<file path="src/edd_pkg.sv">
`timescale 1ns / 1ps
package edd_pkg;

  // Sizing of the dispatcher
  localparam int FLOORS     = 6;
  localparam int WAIT_DEPTH = 16;
  localparam int CAR_DEPTH  = 8;

  // Derived widths
  localparam int FL_W   = $clog2(FLOORS);
  localparam int WI_W   = (WAIT_DEPTH > 1) ? $clog2(WAIT_DEPTH) : 1;
  localparam int WC_W   = $clog2(WAIT_DEPTH + 1);
  localparam int CI_W   = (CAR_DEPTH > 1) ? $clog2(CAR_DEPTH) : 1;
  localparam int CC_W   = $clog2(CAR_DEPTH + 1);
  localparam int SCAN_W = (WC_W > CC_W) ? WC_W : CC_W;

  // Item field widths
  localparam int IN_FLOOR_W  = 3;
  localparam int IN_DATA_W   = 8;
  localparam int OUT_FLOOR_W = 3;
  localparam int OUT_RIDER_W = 4;
  localparam int OUT_WAIT_W  = 5;
  localparam int OUT_CNT_W   = 4;
  localparam int OUT_DATA_W  = 24;

  // Input kinds carried on tuser
  localparam logic MODE_TICK    = 1'b0;
  localparam logic MODE_REQUEST = 1'b1;

  // Request to the shared scan compare unit
  typedef struct packed {
    logic            board;       // 1 = boarding pass, 0 = drop-off pass
    logic            force_take;  // oldest call boards unconditionally
    logic [FL_W-1:0] ent_src;
    logic [FL_W-1:0] ent_dst;
    logic [FL_W-1:0] floor;
    logic            heading_up;
    logic            car_full;
  } edd_scan_req_t;

  // Saturate a requested floor to the top of the shaft
  function automatic logic [FL_W-1:0] clamp_floor(input logic [IN_FLOOR_W-1:0] f);
    logic [FL_W-1:0] res;
    res = (int'(f) > FLOORS - 1) ? FL_W'(FLOORS - 1) : FL_W'(f);
    return res;
  endfunction

endpackage

</file>
<file path="src/edd_scan_unit.sv">
`timescale 1ns / 1ps
module edd_scan_unit (
  input  edd_pkg::edd_scan_req_t req,
  output logic                   take
);

  logic call_up;
  logic board_hit;
  logic drop_hit;

  // Caller goes up only for a strictly higher destination
  assign call_up = (req.ent_src < req.ent_dst);

  // Boarding: at this floor, same direction, room in the car
  assign board_hit = req.force_take
                   | ((req.ent_src == req.floor) & (call_up == req.heading_up) & ~req.car_full);

  // Drop-off: rider destination is this floor
  assign drop_hit = (req.ent_dst == req.floor);

  assign take = req.board ? board_hit : drop_hit;

endmodule

</file>
<file path="src/elevator_directional_dispatch.sv">
`timescale 1ns / 1ps
// Directional collective elevator dispatcher. Each input item is either a hall
// call request (in_tuser = 1) that is appended to a 16-entry ordered waiting
// list, or a tick (in_tuser = 0) that runs one step of the car: riders for this
// floor alight, callers at this floor heading the car's way board oldest first,
// and the car moves one floor. An empty car heads toward the oldest caller; with
// no riders and no calls it returns to floor 0. Every item gives exactly one
// result item. The block takes one item at a time: a request or an idle return
// needs no scan, a tick with riders scans the riders and then the waiting calls,
// and a tick of an empty car with calls waiting scans only the calls. A single
// compare unit visits one rider or one waiting call per cycle, and each pass
// ends in a closing step. A finished result waits in the output register while
// the next item is taken; the last step of that next item holds until the
// output register is free.
module elevator_directional_dispatch (
  input  logic                            clk,
  input  logic                            rst_n,
  input  logic                            in_tvalid,
  output logic                            in_tready,
  input  logic [edd_pkg::IN_DATA_W-1:0]   in_tdata,   // src_floor[2:0], dst_floor[5:3]
  input  logic                            in_tuser,   // mode[0]
  output logic                            out_tvalid,
  input  logic                            out_tready,
  output logic [edd_pkg::OUT_DATA_W-1:0]  out_tdata   // current_floor[2:0], direction_up[3],
                                                      // riders[7:4], waiting[12:8],
                                                      // boarded[16:13], alighted[20:17],
                                                      // rejected[21]
);

  typedef enum logic [1:0] {
    ST_IDLE,
    ST_DROP,
    ST_BOARD,
    ST_DONE
  } state_t;

  state_t                       state_r;
  logic [edd_pkg::FL_W-1:0]     wait_src_r [edd_pkg::WAIT_DEPTH];
  logic [edd_pkg::FL_W-1:0]     wait_dst_r [edd_pkg::WAIT_DEPTH];
  logic [edd_pkg::FL_W-1:0]     car_dst_r  [edd_pkg::CAR_DEPTH];
  logic [edd_pkg::WC_W-1:0]     wait_count_r;
  logic [edd_pkg::CC_W-1:0]     car_count_r;
  logic [edd_pkg::FL_W-1:0]     car_floor_r;
  logic                         heading_r;
  logic [edd_pkg::SCAN_W-1:0]   scan_r;
  logic [edd_pkg::SCAN_W-1:0]   keep_r;
  logic                         force_r;
  logic                         move_always_r;
  logic [edd_pkg::CC_W-1:0]     boarded_r;
  logic [edd_pkg::CC_W-1:0]     alighted_r;
  logic                         rejected_r;
  logic                         out_tvalid_r;
  logic [edd_pkg::OUT_DATA_W-1:0] out_tdata_r;

  logic [edd_pkg::FL_W-1:0]     rd_src;
  logic [edd_pkg::FL_W-1:0]     rd_dst;
  logic [edd_pkg::FL_W-1:0]     rd_car;
  logic [edd_pkg::FL_W-1:0]     moved_floor;
  edd_pkg::edd_scan_req_t       scan_req;
  logic                         take;

  // Read the entry under the scan pointer
  assign rd_src = wait_src_r[scan_r[edd_pkg::WI_W-1:0]];
  assign rd_dst = wait_dst_r[scan_r[edd_pkg::WI_W-1:0]];
  assign rd_car = car_dst_r[scan_r[edd_pkg::CI_W-1:0]];

  // One floor step, saturating at the shaft ends
  always_comb begin
    moved_floor = car_floor_r;
    if (heading_r) begin
      if (car_floor_r < edd_pkg::FL_W'(edd_pkg::FLOORS - 1)) begin
        moved_floor = car_floor_r + edd_pkg::FL_W'(1);
      end
    end else if (car_floor_r != '0) begin
      moved_floor = car_floor_r - edd_pkg::FL_W'(1);
    end
  end

  // Feed the shared compare unit
  always_comb begin
    scan_req.board      = (state_r == ST_BOARD);
    scan_req.force_take = force_r && (scan_r == '0);
    scan_req.ent_src    = rd_src;
    scan_req.ent_dst    = (state_r == ST_BOARD) ? rd_dst : rd_car;
    scan_req.floor      = car_floor_r;
    scan_req.heading_up = heading_r;
    scan_req.car_full   = (car_count_r == edd_pkg::CC_W'(edd_pkg::CAR_DEPTH));
  end

  edd_scan_unit u_scan (
    .req  (scan_req),
    .take (take)
  );

  // Sequencer, lists and result register
  always_ff @(posedge clk) begin
    if (!rst_n) begin
      state_r       <= ST_IDLE;
      wait_count_r  <= '0;
      car_count_r   <= '0;
      car_floor_r   <= '0;
      heading_r     <= 1'b1;
      scan_r        <= '0;
      keep_r        <= '0;
      force_r       <= 1'b0;
      move_always_r <= 1'b0;
      out_tvalid_r  <= 1'b0;
    end else begin
      // Drop a taken result unless a new one replaces it this cycle
      if (out_tvalid_r && out_tready && state_r != ST_DONE) begin
        out_tvalid_r <= 1'b0;
      end
      unique case (state_r)
        ST_IDLE: begin
          if (in_tvalid) begin
            boarded_r     <= '0;
            alighted_r    <= '0;
            rejected_r    <= 1'b0;
            scan_r        <= '0;
            keep_r        <= '0;
            force_r       <= 1'b0;
            move_always_r <= 1'b0;
            if (in_tuser == edd_pkg::MODE_REQUEST) begin
              // Append the call, or drop it when the list is full
              if (wait_count_r == edd_pkg::WC_W'(edd_pkg::WAIT_DEPTH)) begin
                rejected_r <= 1'b1;
              end else begin
                wait_src_r[wait_count_r[edd_pkg::WI_W-1:0]] <=
                  edd_pkg::clamp_floor(in_tdata[2:0]);
                wait_dst_r[wait_count_r[edd_pkg::WI_W-1:0]] <=
                  edd_pkg::clamp_floor(in_tdata[5:3]);
                wait_count_r <= wait_count_r + edd_pkg::WC_W'(1);
              end
              state_r <= ST_DONE;
            end else if (car_count_r == '0 && wait_count_r == '0) begin
              // Idle return to the ground floor
              car_floor_r <= '0;
              state_r     <= ST_DONE;
            end else if (car_count_r == '0) begin
              // Empty car: serve or head toward the oldest call
              move_always_r <= 1'b1;
              if (car_floor_r == rd_src) begin
                force_r   <= 1'b1;
                heading_r <= (rd_src < rd_dst);
              end else begin
                heading_r <= (rd_src > car_floor_r);
              end
              state_r <= ST_BOARD;
            end else begin
              state_r <= ST_DROP;
            end
          end
        end
        ST_DROP: begin
          // Let off riders for this floor, compact the rest
          if (scan_r < edd_pkg::SCAN_W'(car_count_r)) begin
            if (take) begin
              alighted_r <= alighted_r + edd_pkg::CC_W'(1);
            end else begin
              car_dst_r[keep_r[edd_pkg::CI_W-1:0]] <= rd_car;
              keep_r <= keep_r + edd_pkg::SCAN_W'(1);
            end
            scan_r <= scan_r + edd_pkg::SCAN_W'(1);
          end else begin
            car_count_r <= edd_pkg::CC_W'(keep_r);
            scan_r      <= '0;
            keep_r      <= '0;
            state_r     <= ST_BOARD;
          end
        end
        ST_BOARD: begin
          // Board matching callers oldest first, compact the list
          if (scan_r < edd_pkg::SCAN_W'(wait_count_r)) begin
            if (take) begin
              car_dst_r[car_count_r[edd_pkg::CI_W-1:0]] <= rd_dst;
              car_count_r <= car_count_r + edd_pkg::CC_W'(1);
              boarded_r   <= boarded_r + edd_pkg::CC_W'(1);
            end else begin
              wait_src_r[keep_r[edd_pkg::WI_W-1:0]] <= rd_src;
              wait_dst_r[keep_r[edd_pkg::WI_W-1:0]] <= rd_dst;
              keep_r <= keep_r + edd_pkg::SCAN_W'(1);
            end
            scan_r <= scan_r + edd_pkg::SCAN_W'(1);
          end else begin
            wait_count_r <= edd_pkg::WC_W'(keep_r);
            if (move_always_r || car_count_r != '0) begin
              car_floor_r <= moved_floor;
            end
            scan_r  <= '0;
            keep_r  <= '0;
            state_r <= ST_DONE;
          end
        end
        ST_DONE: begin
          // Hand the result to the output register once it is free
          if (!out_tvalid_r || out_tready) begin
            out_tvalid_r <= 1'b1;
            out_tdata_r  <= {2'b00,
                             rejected_r,
                             edd_pkg::OUT_CNT_W'(alighted_r),
                             edd_pkg::OUT_CNT_W'(boarded_r),
                             edd_pkg::OUT_WAIT_W'(wait_count_r),
                             edd_pkg::OUT_RIDER_W'(car_count_r),
                             heading_r,
                             edd_pkg::OUT_FLOOR_W'(car_floor_r)};
            state_r      <= ST_IDLE;
          end
        end
        default: begin
          state_r <= ST_IDLE;
        end
      endcase
    end
  end

  assign in_tready  = (state_r == ST_IDLE);
  assign out_tvalid = out_tvalid_r;
  assign out_tdata  = out_tdata_r;

endmodule

</file>
<file path="config.mk">
export PLATFORM = sky130hd
export DESIGN_NAME = elevator_directional_dispatch
export DESIGN_NICKNAME = d
export VERILOG_FILES = /design/src/edd_pkg.sv /design/src/edd_scan_unit.sv /design/src/elevator_directional_dispatch.sv
export SDC_FILE = /design/constraint.sdc
export NUM_CORES = 1
export LEC_CHECK = 0
export BUFFER_PORTS_ARGS = -buffer_cell sky130_fd_sc_hd__buf_4
export CAP_MARGIN = 20
export CELL_PAD_IN_SITES_DETAIL_PLACEMENT = 1
export CELL_PAD_IN_SITES_GLOBAL_PLACEMENT = 2
export CORE_UTILIZATION = 48
export DETAILED_ROUTE_END_ITERATION = 10
export HOLD_SLACK_MARGIN = 0.06
export MAX_ROUTING_LAYER = met4
export PLACE_DENSITY = 0.85
export SYNTH_ARGS = -nofsm -noshare
export SYNTH_HDL_FRONTEND = slang
export SYNTH_SLANG_ARGS = --single-unit
</file>
<file path="constraint.sdc">
create_clock -name clk -period 7 [get_ports clk]
set_input_delay 0.7 -clock clk [delete_from_list [all_inputs] [get_ports clk]]
set_output_delay 0.7 -clock clk [all_outputs]
set_load 0.01 [all_outputs]
</file>
**Word-level counts from Yosys, hierarchy flattened**

Memory sizes are Yosys's and may differ from the RTL's. A register that Yosys moved wholly into a read port is not among the register bits.
Cells that the tools add are included.

- Word-level logic and storage cells: 187
- Memory bits (writable): 120
- Output and inout port bits: 26
- Flip-flop bits (word level): 59
- Memories kept: 3

- Equality and inequality tests: 25
- Multiplexer cells: 92
- Bitwise logic cells: 6
- $lt $le $gt $ge: 8
- Reduce and logical (&&, ||, !) cells: 31
- Add/sub/neg operators: 8

Memories:

| name | words | width | rd ports | clocked after Yosys merged registers in | wr ports | RTL line | source |
|---|---|---|---|---|---|---|---|
| wait_dst_r | 16 | 3 | 1 | 1 | 1 | elevator_directional_dispatch.sv:39 | `logic [edd_pkg::FL_W-1:0] wait_dst_r [edd_pkg::WAIT_DEPTH];` |
| wait_src_r | 16 | 3 | 1 | 1 | 1 | elevator_directional_dispatch.sv:38 | `logic [edd_pkg::FL_W-1:0] wait_src_r [edd_pkg::WAIT_DEPTH];` |
| car_dst_r | 8 | 3 | 1 | 1 | 1 | elevator_directional_dispatch.sv:40 | `logic [edd_pkg::FL_W-1:0] car_dst_r [edd_pkg::CAR_DEPTH];` |

Operator list:

| operator | count |
|---|---|
| 4-bit two-way mux | 14 |
| 3-bit two-way mux | 17 |
| 5-bit two-way mux | 10 |
| 1-bit two-way mux | 36 |
| 5-bit case mux with 3 select lines | 2 |
| 2-bit != test, second input constant | 12 |
| 4-bit case mux with 2 select lines | 3 |
| 5-bit AND reduction | 4 |
| 5-bit by 1-bit adder with 5-bit output, second input constant | 3 |
| 2-bit two-way mux | 7 |
| 4-bit by 1-bit adder with 4-bit output, second input constant | 3 |
| 5-bit logical NOT | 2 |
| 5-bit case mux with 2 select lines | 1 |
| 3-bit equality test | 3 |
| 3-bit OR reduction | 3 |
| 2-bit case mux with 4 select lines | 1 |
| 4-bit AND reduction | 2 |
| 8-bit AND reduction | 1 |
| 3-bit greater-than comparator, second input constant | 2 |
| 3-bit less-than comparator | 2 |
| 3-bit != test, second input constant | 2 |
| 3-bit case mux with 2 select lines | 1 |
| 3-bit AND reduction | 2 |
| 2-bit nonzero test | 3 |
| 23 further kinds | 34 |

**Logic depth before layout (Yosys ltp)**

- Depth in word-level cells: 15
- Mapped depth: 17
- Gate-level depth less buffers: 13

**Hierarchy**

Synthesis repeated with hierarchy kept, for this count alone.

- Cell total of the unflattened synthesis: 604
- Area total of the unflattened synthesis: 8498.2 sq um

Modules (own cells, without submodules):

| module | times used | area an instance (sq um) | cells an instance |
|---|---|---|---|
| elevator_directional_dispatch | 1 | 8350.5 | 584 |
| edd_scan_unit | 1 | 147.6 | 20 |

**Worst setup path after synthesis**

Ideal clock, no wire load.

- Path kind: flip-flop to flip-flop
- Start point: register with a tool-made name
- End point: memory wait_dst_r[13][0] in the netlist's numbering, enable pin
- Stages on the path, launching flop included: 15
- Period minus slack after synthesis: 4760 ps
- Data required time: 6611 ps
- Library setup time: 389 ps
- Arrival: 4372 ps
- Setup slack: 2240 ps
- Path through: dfxtp_1 > buf_6 > buf_2 > buf_2 > mux4_2 > mux4_2 > o21ai_1 > ha_1 > o21a_1 > o21ai_0 > and3_1 > nor3_1 > mux2_4 > buf_2 > o41ai_1

RTL lines:

| item | RTL line |
|---|---|
| to (decl) | elevator_directional_dispatch.sv:39 |

==> results.cfg <==
[status]
status = complete, no violations

[place]
io_buffer_count = 34
place_area_um2 = 9060
place_congestion = 0.844
placed_cells = 864
dp_hpwl_mm = 15.3

[sta]
period_minus_slack_ns = 5.24
tns_ns = 0
slew_violations = 0
fmaxAchievable_mhz = 191
final.period_utilization = 0.748
setup_viol = 0
worst_pin_slew_ns = 1.09
slew_headroom = 0.266
clock_skew_ns = 0.00961
hold_viol_final = 0
rsz0062_at_grt = no

[global_routing]
overflow = 0
grt_antenna_before_repair = 0
track_usage = 0.260
gr-usage-met3 = 0.0377
grt_pass1_wl_mm = 33.7
met2_usage = 0.407
grtUsageMet1 = 0.353
grt_max_degree = 43
busiest_layer = met2
grt_pass1_vias = 5749

[clock_network]
clock_path_buffers = 2
clk_pin_slew_ns = 0.07
numCtsBuffers = 17
cts_tree = built
htreeDepth = 4
postCtsHoldBufs = 0
cts_root_buf = clkbuf_16
clock-sinks = 183
post_cts_buffers = 0
clk_latency_ns = 0.44
ctsResizeCount = 0

[power_and_ir_drop]
power_density_nw_per_um2 = 314
power.leakage_nw = 3.28
vdd_ir_drop_max_v = 0.000193

[die]
die_y_um = 136
io_pins = 39
fp.coreArea_um2 = 17400
start_util = 0.494
die_x_um = 136
dieArea_um2 = 18500
rows = 48

[synth]
synth_async_sr_flop_share = 0
ys_warn_count = 0
synth_edf_count = 151
netlist_area_um2 = 8610
ys.flop_type = edfxtp_1
yosysSeqAreaShare = 0.601
synthCells = 626
synth.distinct_cells = 73
synth_common_cells = edfxtp_1 (151), nand2_1 (43), nor2_1 (42)
synth_top_cell_area_share = 0.527
synth.avg_cell_area_um2 = 13.8
netlist_top_cells_area = edfxtp_1 (53%), dfxtp_1 (7.4%), mux4_2 (7.3%)
synth.most_common_cell = edfxtp_1
netlist.top_cell.by_area = edfxtp_1
ys_ff_latch = 183

[drt]
viasPerCell = 6.17
drtIter0Drc = 493
drc = 0
ant_nets = 0
post_drt_wl_per_cell_um = 24.3
first_pass_iters = 5
vias = 5587
routed_wl_mm = 22.0

[final_layout]
syn_to_final_growth_pct = 13.0
final_nets = 709
final_cell_count_no_fill = 905
fin_util = 0.558
drive_gt1_frac = 0.204
n_antenna_cell = 0
final_cell_area_um2 = 9730

[critical_path]
startpoint_type = flip-flop
max_stage_delay_ns = 0.88
critPathBufInv = 1
crit_chain = buf_4 -> mux4_2 -> mux4_2 -> ha_1 -> nand3_1 -> a31oi_1 -> a21oi_1 -> and3_1 -> o31ai_2 -> nand2b_1 -> a211oi_1
critPathRequiredTime_ns = 7.07
path_max_fanout = 17
path_delay_family = compound AO/OA/AOI/OAI gates
end_kind = flip-flop
worst_ep_arrival_time_ns = 5.31
worst_path_max_delay_cell = dfxtp_1
crit_type = reg -> reg
cpMostUsedCell = mux4_2

[worst_hold_path]
hold_path.class = reg -> reg

[flow_run]
timing.max_cap.violations = 0
## cell usage in the layout (no fill, tap or decap), types with 20 or more instances in the layout
cell type,count
edfxtp_1,151
buf_4,48
nand2_1,43
nor2_1,41
dfxtp_1,31
mux4_2,28
ha_1,28
nand3_1,26
inv_1,25
a21oi_1,20
## through the flow
step	total power, mW	hold WS, ns	worst slack (ns)
global route	3.16	0.453	1.47
CTS	3.05	0.435	1.25
floorplan	1.87	0.400	2.24
global placement	2.06	0.411	1.67
finish	3.05	0.430	1.76
detailed placement	2.10	0.418	1.34
## sequential cells by signal, summed over array words and instances, names as in the netlist, named ones only
name and count:
heading_r 1, force_r 1, out_tvalid 1, move_always_r 1, alighted_r 4, out_tdata 22, boarded_r 4, wait_src_r 48
rejected_r 1, state_r 2, car_count_r 4, wait_dst_r 48, car_dst_r 24, scan_r 5, keep_r 5, car_floor_r 3
wait_count_r 5
## path summary, 6_finish.rpt
kind / startpoint / endpoint / slack, ns / cells past startpoint
max reg2reg: flip-flop / alighted_r[3] / 1.76 / 11
max: flip-flop / alighted_r[3] / 1.76 / 11
min: rejected_r / out_tdata[21] / 0.43 / 0
min reg2reg: rejected_r / out_tdata[21] / 0.43 / 0
## layer usage
layer	wire length [um]	up-vias	part of all wire
met1	10000	2914	0.46
met2	10700	136	0.49
met5	0	-	0
li1	-	2511	-
met4	340	0	0.015
met3	916	26	0.042
## cells by family after synthesis
| logic type | count (synthesis) | synth area share |
|---|---|---|
| other | 1 | 0.000436 |
| buffers and inverters | 62 | 0.0337 |
| muxes | 48 | 0.110 |
| xor gates and xnor gates | 12 | 0.0122 |
| adders and majority gates | 29 | 0.0430 |
| and+or+nand+nor | 180 | 0.107 |
| AOI/OAI and AO/OA | 111 | 0.0924 |
| DFF | 183 | 0.601 |
## final cells by class
class,instances,area (um^2)
Fill cell,1731,7690
Sequential cell,183,5180
Multi-Input combinational cell,382,3150
Clock buffer,21,482
Timing Repair Buffer,55,420
Tap cell,225,282
Clock inverter,11,108
Inverter,28,106
## power by group
| group | internal, mW | switching, mW | total [mW] |
|---|---|---|---|
| combinational | 0.269 | 0.462 | 0.731 |
| sequential | 1.28 | 0.0828 | 1.37 |
| clock | 0.509 | 0.444 | 0.954 |
(Power assumes the default switching activity.)
